$ cat src/design/pwmd_pkg.sv
// ----------------------------------------------------------------------------
// pwmd_pkg
// Shared widths, register indexes, codes and types of the pulse-width decoder.
// ----------------------------------------------------------------------------
package pwmd_pkg;

    localparam int COUNT_W  = 24;
    localparam int TIME_W   = 48;
    localparam int MAX_BITS = 64;
    localparam int BITS_W   = 7;
    localparam int POS_W    = 6;
    localparam int ERR_W    = 2;
    localparam int CFG_IDX_W = 3;
    localparam int CFG_W    = 24;
    localparam int IN_W     = 8;
    localparam int RES_W    = MAX_BITS + ERR_W + 2 * TIME_W;
    localparam int OUT_W    = ((RES_W + 7) / 8) * 8;

    localparam logic [CFG_IDX_W-1:0] REG_IDLE_IS_HIGH = 3'd0;
    localparam logic [CFG_IDX_W-1:0] REG_ONE_IS_SHORT = 3'd1;
    localparam logic [CFG_IDX_W-1:0] REG_MIN_PULSE    = 3'd2;
    localparam logic [CFG_IDX_W-1:0] REG_THRESHOLD    = 3'd3;
    localparam logic [CFG_IDX_W-1:0] REG_MAX_PULSE    = 3'd4;
    localparam logic [CFG_IDX_W-1:0] REG_MAX_GAP      = 3'd5;
    localparam logic [CFG_IDX_W-1:0] REG_BITS_FRAME   = 3'd6;
    localparam logic [CFG_IDX_W-1:0] REG_MSB_FIRST    = 3'd7;

    localparam logic [ERR_W-1:0] ERR_NONE      = 2'd0;
    localparam logic [ERR_W-1:0] ERR_TIMEOUT   = 2'd1;
    localparam logic [ERR_W-1:0] ERR_TOO_SHORT = 2'd2;
    localparam logic [ERR_W-1:0] ERR_TOO_LONG  = 2'd3;

    localparam logic [1:0] PH_WAIT   = 2'd0;
    localparam logic [1:0] PH_IDLE   = 2'd1;
    localparam logic [1:0] PH_ACTIVE = 2'd2;

    typedef struct packed {
        logic               idle_is_high;
        logic               one_is_short;
        logic [COUNT_W-1:0] min_pulse;
        logic [COUNT_W-1:0] threshold;
        logic [COUNT_W-1:0] max_pulse;
        logic [COUNT_W-1:0] max_gap;
        logic [BITS_W-1:0]  bits_per_frame;
        logic               msb_first;
    } cfg_t;

    typedef struct packed {
        logic [TIME_W-1:0]   end_sample;
        logic [TIME_W-1:0]   start_sample;
        logic [ERR_W-1:0]    error_code;
        logic [MAX_BITS-1:0] frame_data;
    } result_t;

endpackage

$ cat src/design/pwmd_core.sv
// ----------------------------------------------------------------------------
// pwmd_core
// Decoder state and the per-sample update: pulse and gap measurement, bit
// packing and frame termination.
// ----------------------------------------------------------------------------
module pwmd_core (
    input  logic                clk,
    input  logic                rst_n,
    input  logic                advance,
    input  logic                level,
    input  pwmd_pkg::cfg_t      cfg,
    output logic                emit,
    output pwmd_pkg::result_t   result
);

    logic [pwmd_pkg::TIME_W-1:0]   sample_index_reg, sample_index_next;
    logic [1:0]                    phase_reg, phase_next;
    logic [pwmd_pkg::COUNT_W-1:0]  pulse_length_reg, pulse_length_next;
    logic [pwmd_pkg::COUNT_W-1:0]  gap_length_reg, gap_length_next;
    logic [pwmd_pkg::BITS_W-1:0]   bit_count_reg, bit_count_next;
    logic [pwmd_pkg::MAX_BITS-1:0] shift_data_reg, shift_data_next;
    logic [pwmd_pkg::TIME_W-1:0]   frame_start_reg, frame_start_next;
    logic [pwmd_pkg::TIME_W-1:0]   last_end_reg, last_end_next;

    logic                          active;
    logic [pwmd_pkg::COUNT_W-1:0]  pulse_inc;
    logic [pwmd_pkg::COUNT_W-1:0]  gap_inc;
    logic [pwmd_pkg::BITS_W-1:0]   count_inc;
    logic [pwmd_pkg::BITS_W-1:0]   frame_len;
    logic [pwmd_pkg::BITS_W-1:0]   pos;
    logic                          bit_val;
    logic [pwmd_pkg::MAX_BITS-1:0] data_with_bit;
    logic [pwmd_pkg::ERR_W-1:0]    pulse_err;

    assign active    = level ^ cfg.idle_is_high;
    assign pulse_inc = (pulse_length_reg == '1) ? pulse_length_reg : pulse_length_reg + 1'b1;
    assign gap_inc   = (gap_length_reg == '1) ? gap_length_reg : gap_length_reg + 1'b1;
    assign count_inc = (bit_count_reg == '1) ? bit_count_reg : bit_count_reg + 1'b1;

    always_comb
    begin
        if (cfg.bits_per_frame == '0)
            frame_len = pwmd_pkg::BITS_W'(1);
        else if (cfg.bits_per_frame > pwmd_pkg::BITS_W'(pwmd_pkg::MAX_BITS))
            frame_len = pwmd_pkg::BITS_W'(pwmd_pkg::MAX_BITS);
        else
            frame_len = cfg.bits_per_frame;
    end

    // bit placement for the pulse that ends on this sample
    always_comb
    begin
        pos = cfg.msb_first ? (frame_len - pwmd_pkg::BITS_W'(1) - bit_count_reg)
                            : bit_count_reg;
        bit_val = (pulse_length_reg < cfg.threshold) ? cfg.one_is_short : ~cfg.one_is_short;
        data_with_bit = shift_data_reg;
        if (bit_count_reg < frame_len && bit_val)
            data_with_bit = shift_data_reg
                | (pwmd_pkg::MAX_BITS'(1) << pos[pwmd_pkg::POS_W-1:0]);
        if (pulse_length_reg < cfg.min_pulse)
            pulse_err = pwmd_pkg::ERR_TOO_SHORT;
        else if (pulse_length_reg > cfg.max_pulse)
            pulse_err = pwmd_pkg::ERR_TOO_LONG;
        else
            pulse_err = pwmd_pkg::ERR_NONE;
    end

    always_comb
    begin
        sample_index_next  = sample_index_reg + 1'b1;
        phase_next         = phase_reg;
        pulse_length_next  = pulse_length_reg;
        gap_length_next    = gap_length_reg;
        bit_count_next     = bit_count_reg;
        shift_data_next    = shift_data_reg;
        frame_start_next   = frame_start_reg;
        last_end_next      = last_end_reg;
        emit               = 1'b0;
        result.frame_data   = shift_data_reg;
        result.error_code   = pwmd_pkg::ERR_TIMEOUT;
        result.start_sample = frame_start_reg;
        result.end_sample   = last_end_reg;

        case (phase_reg)
            pwmd_pkg::PH_IDLE:
            begin
                if (active)
                begin
                    phase_next        = pwmd_pkg::PH_ACTIVE;
                    pulse_length_next = pwmd_pkg::COUNT_W'(1);
                    if (bit_count_reg == '0)
                        frame_start_next = sample_index_reg;
                end
                else if (bit_count_reg != '0)
                begin
                    gap_length_next = gap_inc;
                    if (gap_inc > cfg.max_gap)
                        emit = 1'b1;
                end
            end
            pwmd_pkg::PH_ACTIVE:
            begin
                if (active)
                    pulse_length_next = pulse_inc;
                else
                begin
                    phase_next         = pwmd_pkg::PH_IDLE;
                    gap_length_next    = pwmd_pkg::COUNT_W'(1);
                    last_end_next      = sample_index_reg;
                    bit_count_next     = count_inc;
                    shift_data_next    = data_with_bit;
                    result.frame_data  = data_with_bit;
                    result.end_sample  = sample_index_reg;
                    if (pulse_err != pwmd_pkg::ERR_NONE)
                    begin
                        emit              = 1'b1;
                        result.error_code = pulse_err;
                    end
                    else if (count_inc >= frame_len)
                    begin
                        emit              = 1'b1;
                        result.error_code = pwmd_pkg::ERR_NONE;
                    end
                    else if (cfg.max_gap == '0)
                        emit = 1'b1;
                end
            end
            default:
            begin
                if (!active)
                begin
                    phase_next      = pwmd_pkg::PH_IDLE;
                    gap_length_next = '0;
                end
                else
                    phase_next = pwmd_pkg::PH_WAIT;
            end
        endcase

        if (emit)
        begin
            bit_count_next  = '0;
            shift_data_next = '0;
        end
    end

    always_ff @(posedge clk or negedge rst_n)
    begin
        if (!rst_n)
        begin
            sample_index_reg <= '0;
            phase_reg        <= pwmd_pkg::PH_WAIT;
            pulse_length_reg <= '0;
            gap_length_reg   <= '0;
            bit_count_reg    <= '0;
            shift_data_reg   <= '0;
            frame_start_reg  <= '0;
            last_end_reg     <= '0;
        end
        else if (advance)
        begin
            sample_index_reg <= sample_index_next;
            phase_reg        <= phase_next;
            pulse_length_reg <= pulse_length_next;
            gap_length_reg   <= gap_length_next;
            bit_count_reg    <= bit_count_next;
            shift_data_reg   <= shift_data_next;
            frame_start_reg  <= frame_start_next;
            last_end_reg     <= last_end_next;
        end
    end

endmodule

$ cat src/design/pwm_pulse_width_bit_decoder.sv
// ----------------------------------------------------------------------------
// pwm_pulse_width_bit_decoder
// Decodes pulse-width-coded bits from one line sample per item into frames.
// ----------------------------------------------------------------------------
// path: a frame result reaches the output through the input register, then
//   decode into the result register
// throughput: one sample per clock; a frame-ending sample waits while a result is held
// reset: all control state cleared, configuration at its defaults, decoder
//   waits for an idle line; no clearing pass
module pwm_pulse_width_bit_decoder (
    input  logic                            clk,
    input  logic                            rst_n,
    input  logic                            s_axis_tvalid,
    output logic                            s_axis_tready,
    input  logic [pwmd_pkg::IN_W-1:0]       s_axis_tdata,   // line_level
    output logic                            m_axis_tvalid,
    input  logic                            m_axis_tready,
    // frame_data, error_code, start_sample, end_sample
    output logic [pwmd_pkg::OUT_W-1:0]      m_axis_tdata,
    input  logic                            cfg_we,
    input  logic [pwmd_pkg::CFG_IDX_W-1:0]  cfg_index,
    input  logic [pwmd_pkg::CFG_W-1:0]      cfg_data
);

    pwmd_pkg::cfg_t    cfg_reg;
    pwmd_pkg::result_t result;
    pwmd_pkg::result_t out_data_reg;
    logic              in_valid_reg;
    logic              in_level_reg;
    logic              out_valid_reg;
    logic              emit;
    logic              fire;

    assign fire          = in_valid_reg && (!out_valid_reg || m_axis_tready || !emit);
    assign s_axis_tready = !in_valid_reg || fire;
    assign m_axis_tvalid = out_valid_reg;
    assign m_axis_tdata  = pwmd_pkg::OUT_W'(out_data_reg);

    always_ff @(posedge clk or negedge rst_n)
    begin
        if (!rst_n)
        begin
            cfg_reg.idle_is_high   <= 1'b0;
            cfg_reg.one_is_short   <= 1'b0;
            cfg_reg.min_pulse      <= pwmd_pkg::COUNT_W'(2);
            cfg_reg.threshold      <= pwmd_pkg::COUNT_W'(40);
            cfg_reg.max_pulse      <= pwmd_pkg::COUNT_W'(100);
            cfg_reg.max_gap        <= pwmd_pkg::COUNT_W'(200);
            cfg_reg.bits_per_frame <= pwmd_pkg::BITS_W'(24);
            cfg_reg.msb_first      <= 1'b1;
        end
        else if (cfg_we)
        begin
            case (cfg_index)
                pwmd_pkg::REG_IDLE_IS_HIGH: cfg_reg.idle_is_high <= cfg_data[0];
                pwmd_pkg::REG_ONE_IS_SHORT: cfg_reg.one_is_short <= cfg_data[0];
                pwmd_pkg::REG_MIN_PULSE:    cfg_reg.min_pulse    <= cfg_data;
                pwmd_pkg::REG_THRESHOLD:    cfg_reg.threshold    <= cfg_data;
                pwmd_pkg::REG_MAX_PULSE:    cfg_reg.max_pulse    <= cfg_data;
                pwmd_pkg::REG_MAX_GAP:      cfg_reg.max_gap      <= cfg_data;
                pwmd_pkg::REG_BITS_FRAME:
                    cfg_reg.bits_per_frame <= cfg_data[pwmd_pkg::BITS_W-1:0];
                pwmd_pkg::REG_MSB_FIRST:    cfg_reg.msb_first    <= cfg_data[0];
                default:                    cfg_reg              <= cfg_reg;
            endcase
        end
    end

    // input register
    always_ff @(posedge clk or negedge rst_n)
    begin
        if (!rst_n)
            in_valid_reg <= 1'b0;
        else if (s_axis_tready)
            in_valid_reg <= s_axis_tvalid;
    end

    always_ff @(posedge clk)
    begin
        if (s_axis_tvalid && s_axis_tready)
            in_level_reg <= s_axis_tdata[0];
    end

    pwmd_core u_core (
        .clk     (clk),
        .rst_n   (rst_n),
        .advance (fire),
        .level   (in_level_reg),
        .cfg     (cfg_reg),
        .emit    (emit),
        .result  (result)
    );

    // result register
    always_ff @(posedge clk or negedge rst_n)
    begin
        if (!rst_n)
            out_valid_reg <= 1'b0;
        else if (fire && emit)
            out_valid_reg <= 1'b1;
        else if (m_axis_tready)
            out_valid_reg <= 1'b0;
    end

    always_ff @(posedge clk)
    begin
        if (fire && emit)
            out_data_reg <= result;
    end

    a_emit_shows: assert property (@(posedge clk) disable iff (!rst_n)
        fire && emit |=> m_axis_tvalid)
        else $error("decoded frame not presented");

    a_stall_only_when_full: assert property (@(posedge clk) disable iff (!rst_n)
        !s_axis_tready |-> in_valid_reg && out_valid_reg && !m_axis_tready)
        else $error("input stalled without a blocked result");

    a_held_sample: assert property (@(posedge clk) disable iff (!rst_n)
        in_valid_reg && !fire |=> in_valid_reg && $stable(in_level_reg))
        else $error("pending sample lost");

endmodule

$ cat config.mk
export PLATFORM = sky130hd
export DESIGN_NAME = pwm_pulse_width_bit_decoder
export DESIGN_NICKNAME = d
export VERILOG_FILES = /design/src/design/pwmd_pkg.sv /design/src/design/pwmd_core.sv /design/src/design/pwm_pulse_width_bit_decoder.sv
export SDC_FILE = /design/constraint.sdc
export NUM_CORES = 1
export LEC_CHECK = 0
export ABC_CLOCK_PERIOD_IN_PS = 7390
export BUFFER_PORTS_ARGS = -buffer_cell sky130_fd_sc_hd__buf_4
export CORE_ASPECT_RATIO = 1.25
export CORE_UTILIZATION = 30
export CTS_BUF_LIST = sky130_fd_sc_hd__clkbuf_4
export DETAILED_ROUTE_END_ITERATION = 8
export PLACE_DENSITY = 0.55
export SYNTH_ARGS = -nofsm -noshare
export SYNTH_HDL_FRONTEND = slang
export SYNTH_SLANG_ARGS = --single-unit
$ cat constraint.sdc
create_clock -name clk -period 7.39 [get_ports clk]
set_input_delay 1.478 -clock clk [delete_from_list [all_inputs] [get_ports clk]]
set_output_delay 1.478 -clock clk [all_outputs]
set_load 0.01 [all_outputs]
[After elaboration in Yosys (flattened, before gate mapping)]
Cells that the tools add are included.
Cells by class
  multiplexer cells: 44
  shift-type cells: 1
  reductions and logical operators: 33
  $lt $le $gt $ge: 7
  bitwise operators: 5
  $add $sub $neg: 6
  equality and inequality tests: 18
Operators with widths (count)
  $mux W64: 6
  $mux W24: 8
  $mux W48: 2
  $pmux W24 S2: 2
  $or A64 B64 Y64: 1
  $shl A1 B6 Y64 const A: 1
  $add A24 B1 Y24 const B: 2
  $add A48 B1 Y48 const B: 1
  $eq A24 B24 Y1 const B: 2
  $gt A24 B24 Y1: 2
  $lt A24 B24 Y1: 2
  $mux W7: 6
  $logic_not A24 Y1: 1
  $reduce_and A2 Y1: 8
  $logic_not A7 Y1: 2
  $eq A3 B3 Y1 const B: 4
  $mux W1: 12
  $mux W2: 5
  $reduce_and A3 Y1: 3
  $reduce_bool A2 Y1: 4
  $add A7 B1 Y7 const B: 1
  $eq A7 B7 Y1 const B: 1
  $ge A7 B7 Y1: 1
  $gt A7 B7 Y1 const B: 1
  22 further kinds: 36
Word-level totals
  input port bits: 40
  output and inout port bits: 170
  flip-flop bits (word level): 536

[Longest topological paths before layout]
  word-level depth: 13
  depth in mapped cells: 22

[Cells and area by module]
Synthesis repeated with hierarchy kept, for this count alone.
Second synthesis, totals
  cells, all modules: 2177
  area, all modules: 25313.0 µm²
Modules (own cells, without submodules)
  pwmd_core: cells an instance 1763, area each 15992.8 µm², seq. area each 6631.4 µm², times used 1
  pwm_pulse_width_bit_decoder: cells an instance 414, area each 9320.2 µm², seq. area each 7612.3 µm², times used 1

[Least setup slack after synthesis]
Ideal clock, no wire load.
  kind: register to register
  start: reg u_core.gap_length_reg[4] (netlist name)
  end: reg out_data_reg, in the netlist m_axis_tdata[0], enable pin
  clock period less this slack: 7.558 ns
  data required time: 6.876 ns
  buffers on the path: 1
  setup time: 0.514 ns
  data arrival time: 7.044 ns
  path slack: -0.168 ns
  cell stages (with the launch flop): 19
  cells stage by stage: dfrtp_1 > nand3_1 > nor4_1 > nand3_1 > and4_1 > and2_1 > nand4_1 > nor2_1 > xor2_1 > ha_1 > nand4_1 > nor4_1 > nor3b_1 > o31a_1 > o21ai_0 > nand2_1 > o2111ai_2 > clkbuf_1 > inv_1
On the way
  word-level cells in the longest chain between the ends: 11
  elaborated cells between the ends (all ways): 12
Ends and longest elaborated chain
  start, declared: line pwmd_core.sv:19  | logic [pwmd_pkg::COUNT_W-1:0] gap_length_reg, gap_length_next;
  start signal, assigned: line pwmd_core.sv:165  | gap_length_reg <= gap_length_next;
  $add A24 B1 Y24 / $eq A24 B24 Y1 (equally long branches): line pwmd_core.sv:37  | assign gap_inc = (gap_length_reg == '1) ? gap_length_reg : gap_length_reg + 1'b1;
  $mux W24 *: line pwmd_core.sv:37
  $gt A24 B24 Y1 *: line pwmd_core.sv:97  | if (gap_inc > cfg.max_gap)
  $mux W1 *: line pwmd_core.sv:97
  $mux W1 *: line pwmd_core.sv:94  | else if (bit_count_reg != '0)
  $mux W1 *: line pwmd_core.sv:87  | if (active)
  $pmux W1 S2 *: line pwmd_core.sv:84  | case (phase_reg)
  $logic_not A1 Y1: line pwm_pulse_width_bit_decoder.sv:34  | assign fire = in_valid_reg && (!out_valid_reg || m_axis_tready || !emit);
  $logic_or A1 B1 Y1: line pwm_pulse_width_bit_decoder.sv:34
  $logic_and A1 B1 Y1: line pwm_pulse_width_bit_decoder.sv:34
  $logic_and A1 B1 Y1 *: line pwm_pulse_width_bit_decoder.sv:107  | if (fire && emit)
  end signal, assigned: line pwm_pulse_width_bit_decoder.sv:108  | out_data_reg <= result;
  end, declared: line pwm_pulse_width_bit_decoder.sv:27  | pwmd_pkg::result_t out_data_reg;
Every way passes the cells marked *; elsewhere a longest branch is shown, timed or not.
A chain may end at the register's enable or synchronous reset.

[Worst setup path after layout]
  start: reg u_core.bit_count_reg[1] (netlist name)
  end: out s_axis_tready
On the way
  word-level cells in the longest chain between the ends: 11
  elaborated cells between the ends (all ways): 15
Ends and longest elaborated chain
  start, declared: line pwmd_core.sv:20  | logic [pwmd_pkg::BITS_W-1:0] bit_count_reg, bit_count_next;
  start signal, assigned: line pwmd_core.sv:166  | bit_count_reg <= bit_count_next;
  $add A7 B1 Y7 / $eq A7 B7 Y1 (equally long branches): line pwmd_core.sv:38  | assign count_inc = (bit_count_reg == '1) ? bit_count_reg : bit_count_reg + 1'b1;
  $mux W7: line pwmd_core.sv:38
  $ge A7 B7 Y1: line pwmd_core.sv:119  | else if (count_inc >= frame_len)
  $mux W1: line pwmd_core.sv:119
  $mux W1: line pwmd_core.sv:114  | if (pulse_err != pwmd_pkg::ERR_NONE)
  $mux W1: line pwmd_core.sv:103  | if (active)
  $pmux W1 S2 *: line pwmd_core.sv:84
  $logic_not A1 Y1 *: line pwm_pulse_width_bit_decoder.sv:34
  $logic_or A1 B1 Y1 *: line pwm_pulse_width_bit_decoder.sv:34
  $logic_and A1 B1 Y1 *: line pwm_pulse_width_bit_decoder.sv:34
  $logic_or A1 B1 Y1 *: line pwm_pulse_width_bit_decoder.sv:35  | assign s_axis_tready = !in_valid_reg || fire;
  end, declared: line pwm_pulse_width_bit_decoder.sv:14  | output logic s_axis_tready,
Marks and branches as above.

==> results.txt <==
Walking the worst path, the cells encountered are ha_1 > and3_1 > and3_1 > a2111oi_0 > nand3_1 > xnor2_1 > ha_1 > and3_1 > a21oi_1 > o21ai_0 > a21oi_1 > nand2b_1 > nand2_1 > o21ai_1 > buf_4 > nor2_2 > nand2_1 > buf_4. Counting stages on the worst path, the most repeated cell is and3_1. The kind of launch point of the worst setup path was a flip-flop. The flip-flop and latch count after synthesis is 536, and the total of max-cap violations is 0. The path class of the tightest hold or removal check is in -> async. The fraction of synthesized area in multiplexers is 0.0514, and the clock sink count is 536.

Clock skew on the completed layout was measured at 0.0846 ns. The highest metal layer used by the detailed router was met4. After detailed routing, the average wire length per cell comes to 16.9 um. After synthesis, the netlist uses 66 different library cells. The power density over the cells was 293 nW/um2; the number of antenna violations at the first check in global routing was 1. The top fanout value on the critical path came out at 8. The tools report the area of the multi-input gates as 9960 um2. The most used flip-flop cell after synthesis is dfrtp_1. For this run, the number of Yosys warnings is 0. The xor/xnor cell area share of the yosys netlist is 0.0273, and the number of remaining DRC errors is 1. In this run, synthesis inferred 163 flip-flops with an integrated enable. After the first detailed-routing iteration, the DRC count stood at 1094. Among all cell types in the netlist, the one instantiated most often is nand2_1. The post-DP HPWL was 42.8 mm; the count of mapped cells out of synthesis was 2337.

Across all hold checks on the routed design, the worst slack comes to 0.423 ns. The maximum single-stage delay on the critical path was 1.03 ns. The maximum achievable frequency is 145 MHz.

Worst-case vdd ir drop: 0.120 mV. Length of routed met3 wiring: 2.95 mm. The tools report the number of max-slew violations in the final report as 0. The clock passes through at most 3 buffers.

Among all stages on the critical path, the largest delay is contributed by a2111oi_0. Detailed routing placed a total of 32.3 mm of wire on met2. The tools report the core area as 82700 um2.

From synthesis to final layout, the design area changed by 18.5%. Counting instances in the post-synthesis netlist gives the leading cell types as 505 x nand2_1, 361 x dfrtp_1, 167 x o21ai_0, 163 x edfxtp_1, 139 x inv_1. At the pin with the least slew margin, the transition time is 1.16 ns. Cell taking the most area after synthesis: dfrtp_1. The logs give 0.303 for the initial core utilization and 7 for the number of iterations in the first detailed-routing pass. The root buffer cell is clkbuf_4. Register area share after synthesis: 0.569. The share of the synthesized area in compound gates (AO/OA/AOI/OAI) works out to 0.0992. The total detailed-routing wirelength is 64.0 mm.

TritonCTS built the clock tree. The async set-reset flop share out of synthesis came out at 0.696. The checks that failed: DRC.

Summed over all cells, the static leakage comes to 13.9 nW. The via count is 18200. The number of global-route vias before repair is 18700, and the final RePlAce weighted congestion is 0.789.

The count of cells in the finished layout, fillers not included, comes to 3796. The final critical-path share of the clock period works out to 0.931. For the arrival time of data at the critical path endpoint, the log shows 5.41 ns. The via density per instance came out at 4.80. The kind of critical path is reg -> out. Setup repair after global routing left no endpoint under its margin. Summing all flip-flop and latch instances after layout gives 14200 um2.

The tools report the clock buffer count from CTS as 142. The dominant combinational cell family by area after synthesis was simple AND/OR/NAND/NOR gates. The die is 260 um wide. The tools report the H-tree depth as 4. The run gives 0 as the number of endpoints failing setup at the final stage. The proportion of layout cells with a drive suffix above 1 came out at 0.221. At the end of the flow, the number of nets in the layout was 2757. The register with the most flip-flops in the layout has 162 of them.

The nature of the critical path endpoint is an output pin. The post-synthesis share of cell area spent on full adders, half adders and majority gates works out to 0.0603. The final global-route overflow total was 0; the number of ports placed on the die boundary was 210. The run gives 0.206 as the worst-case headroom to the max-slew limit. The post-synthesis share of cell area spent on and, or, nand and nor gates works out to 0.153. Data on the critical path is required at its endpoint by 5.91 ns. The initialized floorplan defines 118 standard-cell rows. The overall global routing resource usage was 0.153. The clock edge transition at the registers on the reported setup and hold paths was 0.07 ns. Ranked by total cell area, the synthesized netlist is headed by dfrtp_1 36%, edfxtp_1 20%, nand2_1 7.6%, ha_1 6.0%, mux2_2 4.8%. The run finished, with violations left. After detailed routing, the wire length on met1 is 27.3 mm. Counting the fill cells in the layout gives 8324. The die footprint is 84500 um2. Entering global routing, the biggest net connects 166 pins.

Final critical path time including I/O delays and setup: 6.88 ns. The first global-routing pass estimated 101 mm of wire. After routing, the total negative slack on setup checks comes to 0 ns. The die is 325 um tall. The clock reaches the later pin of the worst-skew pair after 0.97 ns. After synthesis the cells add up to 25000 um2.

For the final hold violation count, the log shows 0. The synthesized area per cell was 10.7 um2; the number of buffers inserted by port buffering was 196. In this run the remaining antenna-violating nets after routing total 0.

The number of placed instances, taps included, is 3532. The fraction of synthesized cell area taken by the top area cell type was 0.361.
where the power goes:
group | switching [mW] | internal, mW
logic | 1.38 | 0.788
clock network | 1.27 | 1.39
registers | 0.333 | 3.54
total | 2.98 | 5.71
timing repair:
item | 4_1_cts | 5_1_grt
hold buffers | 0 | 0
setup buffers | 0 | 1
pin swaps | 0 | 4
setup endpoints to repair | 1 | 1
gates resized for setup | 4 | 9
final timing paths:
check                                            endpoint  slack [ns]  cells after the start                      start
worst max-delay path                        s_axis_tready        0.51                     18    u_core.bit_count_reg[1]
worst max register to register   u_core.shift_data_reg[3]        1.57                     16    u_core.bit_count_reg[1]
max in group asynchronous        u_core.gap_length_reg[3]        5.55                      2                      rst_n
min in group clk                         m_axis_tdata[66]        0.43                      0  u_core.frame_start_reg[0]
worst min register to register           m_axis_tdata[66]        0.43                      0  u_core.frame_start_reg[0]
worst min-delay path            u_core.shift_data_reg[13]        0.42                      1                      rst_n
area by class of cell:
| type | count | area share |
|---|---|---|
| tap | 1080 | 0.0456 |
| multi-input combinational | 1560 | 0.336 |
| timing repair buffer | 218 | 0.0568 |
| antenna | 1 | 0.0000845 |
| sequential | 536 | 0.481 |
| clock buffer | 210 | 0.0532 |
| inverter | 139 | 0.0177 |
| clock inverter | 52 | 0.00988 |
metrics by stage:
| stage | instance area (um2) | utilization | power (mW) | setup slack [ns] |
|---|---|---|---|---|
| floorplan | 25000 | - | 5.33 | 0.428 |
| global placement | 27700 | 0.335 | 6.00 | 0.860 |
| detailed placement | 27700 | 0.335 | 6.10 | 0.840 |
| CTS | 29600 | 0.358 | 8.83 | 0.0938 |
| global route | 29600 | 0.358 | 9.32 | 0.0319 |
| finish | 29600 | 0.358 | 8.69 | 0.507 |
critical path, delay by kind of cell (launching register included):
| family | cells | cell delay [ns] |
|---|---|---|
| AO/OA/AOI/OAI | 5 | 1.63 |
| AND/OR/NAND/NOR | 8 | 1.29 |
| adder cells (fa/ha/maj) | 2 | 0.55 |
| flip-flops | 1 | 0.47 |
| buffers and inverters | 2 | 0.33 |
| XOR/XNOR | 1 | 0.25 |
per-layer routing:
metal	global-route usage	vias up
met2	0.259	441
met3	0.0323	115
met1	0.188	8922
met5	0	-
li1	-	8745
met4	0.0634	0
placed cells by master, fill, tap and decap left out, drive strengths merged, types with 7 or more instances in the layout:
cell and count:
a211o 12, a21o 79, a21oi 49, a31oi 8
a32o 7, and2 8, and3 39, and4 7
buf 218, clkbuf 210, clkinv 44, dfrtp 361
dfstp 12, edfxtp 163, ha 119, inv 143
mux2 107, mux2i 8, nand2 505, nand2b 10
nand3 58, nand4 49, nor2 59, nor2b 8
nor3 39, nor4 24, o211ai 19, o21a 7
o21ai 172, or2 8, or3 11, xnor2 47
xor2 31
cell families after synthesis:
logic type | after synthesis
AND/OR/NAND/NOR | 846
flip-flops | 536
AO/OA/AOI/OAI | 395
buffers and inverters | 246
adder cells (fa/ha/maj) | 120
multiplexers | 115
XOR/XNOR | 78
other | 1
No activity file was read; power rests on OpenSTA's default activity.
